## src/hw/rtl/avdrs_pkg.sv

```systemverilog
// Shared constants and types for the vertical-difference row-sum block.
package avdrs_pkg;

  localparam int MAX_WIDTH_DEF = 4096;
  localparam int PIX_W         = 8;
  localparam int SUM_W         = 20;
  localparam int IW_W          = 13;
  localparam int IH_W          = 16;
  localparam int CFG_W         = 16;
  localparam int CFG_IDX_W     = 1;
  localparam int IN_TDATA_W    = 8;
  localparam int OUT_TDATA_W   = 24;
  localparam int OQ_DEPTH      = 8;
  localparam int OQ_PW         = $clog2(OQ_DEPTH);
  localparam int OQ_CW         = $clog2(OQ_DEPTH + 1);

  localparam logic [CFG_IDX_W-1:0] REG_IMAGE_WIDTH  = 1'b0;
  localparam logic [CFG_IDX_W-1:0] REG_IMAGE_HEIGHT = 1'b1;

  localparam logic [IW_W-1:0] IMAGE_WIDTH_RST  = 13'd4096;
  localparam logic [IH_W-1:0] IMAGE_HEIGHT_RST = 16'd1;

  // One result in the output queue.
  typedef struct packed {
    logic             last_row;
    logic [SUM_W-1:0] row_sum;
  } item_t;

  // Results produced by the accumulate stage in one cycle.
  typedef struct packed {
    logic             push_sum;
    logic             push_last;
    logic [SUM_W-1:0] row_sum;
  } push_t;

endpackage

```

## src/hw/rtl/avdrs_oq.sv

```systemverilog
// Output queue: takes up to two results per cycle, delivers one per request.
module avdrs_oq (
  input  logic                       clk,
  input  logic                       rst_n,
  input  avdrs_pkg::push_t           push,
  output logic [avdrs_pkg::OQ_CW-1:0] count,
  output logic                       out_valid,
  input  logic                       out_ready,
  output avdrs_pkg::item_t           out_item
);

  avdrs_pkg::item_t                 mem_r [avdrs_pkg::OQ_DEPTH];
  logic [avdrs_pkg::OQ_PW-1:0]      head_r, head_nxt;
  logic [avdrs_pkg::OQ_PW-1:0]      tail_r, tail_nxt;
  logic [avdrs_pkg::OQ_PW-1:0]      last_slot;
  logic [avdrs_pkg::OQ_CW-1:0]      count_r, count_nxt;
  logic [avdrs_pkg::OQ_CW-1:0]      n_push;
  logic                             pop;
  avdrs_pkg::item_t                 sum_item, last_item;

  assign pop       = out_valid && out_ready;
  assign n_push    = avdrs_pkg::OQ_CW'(push.push_sum) + avdrs_pkg::OQ_CW'(push.push_last);
  assign last_slot = push.push_sum ? tail_r + 1'b1 : tail_r;

  always_comb begin
    sum_item.last_row  = 1'b0;
    sum_item.row_sum   = push.row_sum;
    last_item.last_row = 1'b1;
    last_item.row_sum  = '0;
    head_nxt  = pop ? head_r + 1'b1 : head_r;
    tail_nxt  = tail_r + avdrs_pkg::OQ_PW'(n_push);
    count_nxt = count_r + n_push - avdrs_pkg::OQ_CW'(pop);
  end

  always_ff @(posedge clk) begin
    if (!rst_n) begin
      head_r  <= '0;
      tail_r  <= '0;
      count_r <= '0;
    end else begin
      head_r  <= head_nxt;
      tail_r  <= tail_nxt;
      count_r <= count_nxt;
    end
  end

  always_ff @(posedge clk) begin
    if (push.push_sum) begin
      mem_r[tail_r] <= sum_item;
    end
    if (push.push_last) begin
      mem_r[last_slot] <= last_item;
    end
  end

  assign count     = count_r;
  assign out_valid = (count_r != '0);
  assign out_item  = mem_r[head_r];

endmodule

```

## config.mk

```make
export PLATFORM = sky130hd
export DESIGN_NAME = avdrs_oq
export DESIGN_NICKNAME = d
export VERILOG_FILES = /design/src/hw/rtl/avdrs_pkg.sv /design/src/hw/rtl/avdrs_oq.sv
export SDC_FILE = /design/constraint.sdc
export NUM_CORES = 1
export LEC_CHECK = 0
export ABC_CLOCK_PERIOD_IN_PS = 5950
export BUFFER_PORTS_ARGS = -buffer_cell sky130_fd_sc_hd__buf_2
export CAP_MARGIN = 20
export CORE_MARGIN = 3
export CORE_UTILIZATION = 50
export DETAILED_ROUTE_END_ITERATION = 10
export GPL_TIMING_DRIVEN = 0
export PLACE_DENSITY = 0.7
export SETUP_SLACK_MARGIN = 0.05
export SLEW_MARGIN = 20
export SYNTH_ARGS = -nofsm -noshare
export SYNTH_HDL_FRONTEND = slang
export SYNTH_SLANG_ARGS = --single-unit
```

## constraint.sdc

```tcl
create_clock -name clk -period 5.95 [get_ports clk]
set_input_delay 0 -clock clk [delete_from_list [all_inputs] [get_ports clk]]
set_output_delay 0 -clock clk [all_outputs]
set_load 0.01 [all_outputs]
```

---- Yosys cells after proc, flatten, opt, wreduce, memory -nomap -nowiden ----
Memory sizes are Yosys's and may differ from the RTL's. A register that Yosys moved wholly into a read port is not among the register bits.
Cells that the tools add are included.
operators by class
  add/subtract/negate cells ............... 6
  $mul .................................... 0
  divide/modulo/power cells ............... 0
  order comparisons ....................... 0
  equal/unequal tests ..................... 0
  shifts and indexed selects .............. 0
  multiplexer cells ....................... 7
  bitwise logic cells ..................... 0
  reduce and logical (&&, ||, !) cells .... 2
operators with widths
  kind                                                            count
  3-bit 2-to-1 mux                                                3
  3-bit by 1-bit adder with 3-bit output (second input constant)  2
  4-bit by 2-bit adder with 4-bit output                          1
  1-bit 2-to-1 mux                                                4
  4-bit nonzero test                                              1
  4-bit by 1-bit subtractor with 4-bit output                     1
  3-bit by 2-bit adder with 3-bit output                          1
  1-bit by 1-bit adder with 2-bit output                          1
  1-bit logical AND                                               1
word-level totals
  flip-flop bits (word level) ............. 10
  bits in latches ......................... 0
  bits in writable memories ............... 168
  memory bits (read-only) ................. 0
  input port bits ......................... 25
  output and inout bits ................... 26
  logic and storage cells ................. 19
  memories ................................ 1
memory list
  name   depth  width  read ports  clocked after memory_dff  wr ports  RTL line        RTL
  mem_r  8      21     1           1                         2         avdrs_oq.sv:12  avdrs_pkg::item_t mem_r [avdrs_pkg::OQ_DEPTH];

---- Longest topological paths before layout ----
  depth in word-level cells ............... 4
  depth in mapped cells ................... 11
  mapped depth without buffers ............ 11

---- Least setup slack after synthesis ----
OpenSTA, ideal clock, no wires.
  kind .................................... register to register
  start ................................... register count_r, in the netlist count[2]
  end ..................................... register count_r, in the netlist count[2]
  library setup time ...................... 0.117 ns
  arrival time ............................ 1.980 ns
  data required time ...................... 5.833 ns
  setup slack ............................. 3.852 ns
  cell stages (with the launch flop) ...... 12
  buffers on the path ..................... 0
  period minus slack after synthesis ...... 2.098 ns
  cells stage by stage .................... dfxtp_1 inv_1 ha_1 nor3b_1 nor2_1 ha_1 inv_1 ha_1 inv_1 fa_1 xor2_1 nor2_1
on the way
  longest elaborated chain between the ends .. 3
  elaborated cells between the ends (all ways) .. 4
  classes of those cells .................. 2 x add/sub; 2 x reduce/logical
RTL lines
  element                                      RTL line        RTL
  from (decl)                                  avdrs_oq.sv:16  logic [avdrs_pkg::OQ_CW-1:0] count_r, count_nxt;
  from (signal assigned)                       avdrs_oq.sv:43  count_r <= count_nxt;
  4-bit nonzero test                           avdrs_oq.sv:57  assign out_valid = (count_r != '0);
  1-bit logical AND                            avdrs_oq.sv:21  assign pop = out_valid && out_ready;
  net pop                                      avdrs_oq.sv:18  logic pop;
  4-bit by 1-bit subtractor with 4-bit output  avdrs_oq.sv:32  count_nxt = count_r + n_push - avdrs_pkg::OQ_CW'(pop);
The timed path passes the listed nets, and every way through them passes these cells.
A chain may end at the register's enable or synchronous reset.

==> key figures <==
Yosys
  • Post-synthesis cell type count: 47
  • Area contributors post-synth: dfxtp_1, mux4_2, mux2i_1
  • Mapped Cells: 830
  • Syn. warnings: 0
  • Syn avg cell area: 9.90 sq um
  • Register area share after synthesis: 44.1%
  • Most used flip-flop cell after synthesis: dfxtp_1
  • Async S/R FF share, synth: 0%
  • Post-synth EDFFs: 0
  • Commonest cells post-synth: dfxtp_1, a21oi_1, nand2_1
  • Synth Register Bits: 181
  • Top-area cell type share of the netlist area: 44.1%
  • Dominant cell type by area after synthesis: dfxtp_1
  • Cell with the most instances after synthesis: dfxtp_1
  • Cell Area, Synth: 0.00822 sq mm
  • Net Count, Synth: 867

Pwr
  • Pwr Density: 465 mW/mm^2
  • Reg power frac: 42.0%
  • Gate power share: 32.2%
  • Net Switching: 0.00140 W
  • Switching Share: 32.0%
  • Leak: 3.77 nW
  • Total power: 0.00439 W
  • Clock power share: 25.8%
  • VDD IR-drop max: 0.246 mV
  • Cell Int Power: 0.00298 W

Setup path
  • Crit path DAT: 2.59 ns
  • CP Max Fanout: 10
  • Worst EP required: 5.95 ns
  • Crit start category: register
  • R2r setup slk: 3.62 ns
  • WS Path Type: register to output pin
  • CP endpoint kind: output pin

Finish
  • Fillcell total: 1422
  • Area Growth Syn to Fin: 14.9%
  • Final core occ: 59.0%
  • Fin nets: 938
  • Number of diodes: 0
  • Share of layout cells above drive strength 1: 19.1%

Drt
  • Post-Route WL: 21600 um
  • Met3 wire len: 1220 um
  • Via-per-instance ratio: 5.68
  • ANT nets after route: 0
  • DRC: 0
  • Initial DRT Pass Iterations: 5
  • DR iter-0 viols: 605
  • Wire length on met1: 9540 um
  • Vias: 6419
  • Max Used Layer: met4
  • Met2 wire length: 10400 um
  • Routed WL per cell: 19.1 um

Placement
  • Post-DP HPWL: 14600 um
  • Count of input and output buffers: 30
  • Pre-CTS WS: 3.66 ns
  • Placer Congestion: 0.811

GRT
  • First-pass GRT wire length: 34100 um
  • GRT Total Usage: 24.5%
  • Total gr overflow: 0
  • Vias in the first global route: 6355
  • Initial antenna violation count: 0
  • Largest net degree at the start of global routing: 17

Die
  • Number of core rows: 46
  • Die area: 0.0180 sq mm
  • Die span in y: 134 um
  • Die X: 134 um
  • Core Area: 0.0160 sq mm
  • I/O Pins: 51
  • Initial Util: 51.3%

Timing
  • Slew HR: 49.7%
  • Worst Max-Slew Pin Slew: 0.755 ns
  • RSZ-0062 raised after global routing: false
  • Max Clk Rate: 385 MHz
  • Final Hold Fails: 0
  • Setup violators final: 0
  • Clock skew: 0.0126 ns
  • Fin crit period: 2.59 ns
  • Slew Limit Fails: 0
  • Final worst slack: 3.36 ns
  • Setup TNS: 0 ns
  • Tcrit/Tclk final: 43.6%

CTS
  • Root Buffer: clkbuf_16
  • Htree depth: 4
  • Latest clock arrival within the worst-skew pair: 0.44 ns
  • Clock sinks: 181
  • Longest Clk Path Bufs: 2
  • Total CTS buffers: 17
  • Reg clk slew, reported paths: 0.07 ns
  • CTS tree: done

Hold path
  • Hold Crit Class: input port to register

Run status
  • Status: completed

Flow run
  • Max cap viols: 0
## critical path, cell delays in order (launching register included)
cell     delay [ns]
dfxtp_1        0.32
buf_2          0.20
buf_1          0.60
mux4_2         0.60
mux2_2         0.30
buf_2          0.15
## layout make-up
class / count / area, sq um / area share, %
clock buffers: 21 / 460 / 4.88
multi-input cells: 542 / 4100 / 43.5
well taps: 216 / 270 / 2.86
repair buffers: 52 / 370 / 3.92
flip-flops and latches: 181 / 3620 / 38.4
plain buffers: 90 / 425 / 4.51
clock inverters: 11 / 124 / 1.31
inverters: 17 / 63.8 / 0.676
## state kept, by name, summed over array words and instances (netlist names), named ones only
name	cells
mem_r	168
count	4
head_r	3
tail_r	3
## kinds of logic after synthesis
logic type	synth area share [%]
adder cells (fa/ha/maj)	2.01
XOR/XNOR	0.320
multiplexers	24.6
flip-flops	44.1
AND/OR/NAND/NOR	10.7
buffers and inverters	5.95
AO/OA/AOI/OAI	12.2
## cells in the final DEF (no fill, tap or decap), types with 4 or more instances in the layout
master	count
clkbuf_1	46
inv_1	17
mux4_2	42
ha_1	10
clkbuf_16	17
dlygate4sd3_1	22
a21oi_1	164
nor2_1	5
buf_4	8
nand2_1	162
mux2i_1	83
buf_2	64
dfxtp_1	181
clkinv_2	4
mux2_2	22
a21o_1	5
## what timing repair did
| action | 4_1_cts | 5_1_grt |
|---|---|---|
| endpoints found under the hold margin | 90 | 0 |
| hold buffers | 22 | 0 |
| buffers inserted | 0 | 0 |
| gates resized for setup | 0 | 0 |
## through the flow
stage	instance area, sq um	cells	hold WS [ns]
final	9440	1130	0.0773
after floorplan	8220	830	0.122
after CTS	9440	1130	0.0555
after global routing	9440	1130	0.105
after global placement	8640	1076	0.314
after detailed placement	8640	1076	0.320
## routing by layer
metal	track usage, %	vias up
li1	-	3037
met1	33.0	3138
met2	40.0	210
met3	5.25	34
met4	7.07	0
met5	0	-
## power by group through the flow
stage / sequential [W] / clock (W) / combinational, W
detailed placement: 0.00186 / 0 / 0.00140
global placement: 0.00185 / 0 / 0.00136
finish: 0.00184 / 0.00113 / 0.00142
floorplan: 0.00180 / 0 / 0.00105
global route: 0.00189 / 0.00118 / 0.00155
CTS: 0.00184 / 0.00114 / 0.00141
## path summary, 6_finish.rpt
| path | from | endpoint | depth (start not counted) |
|---|---|---|---|
| hold reg to reg | mem_r[2][20]$_SDFFE_PP1P_ | mem_r[2][20]$_SDFFE_PP1P_ | 2 |
| setup reg to reg | tail_r[1]$_SDFF_PN0_ | mem_r[6][16]$_SDFFE_PP0P_ | 6 |
| setup / recovery | register | out_item[19] | 5 |
| hold / removal | push[20] | mem_r[2][20]$_SDFFE_PP1P_ | 4 |
Note: power is estimated with default switching activity, not from simulation.
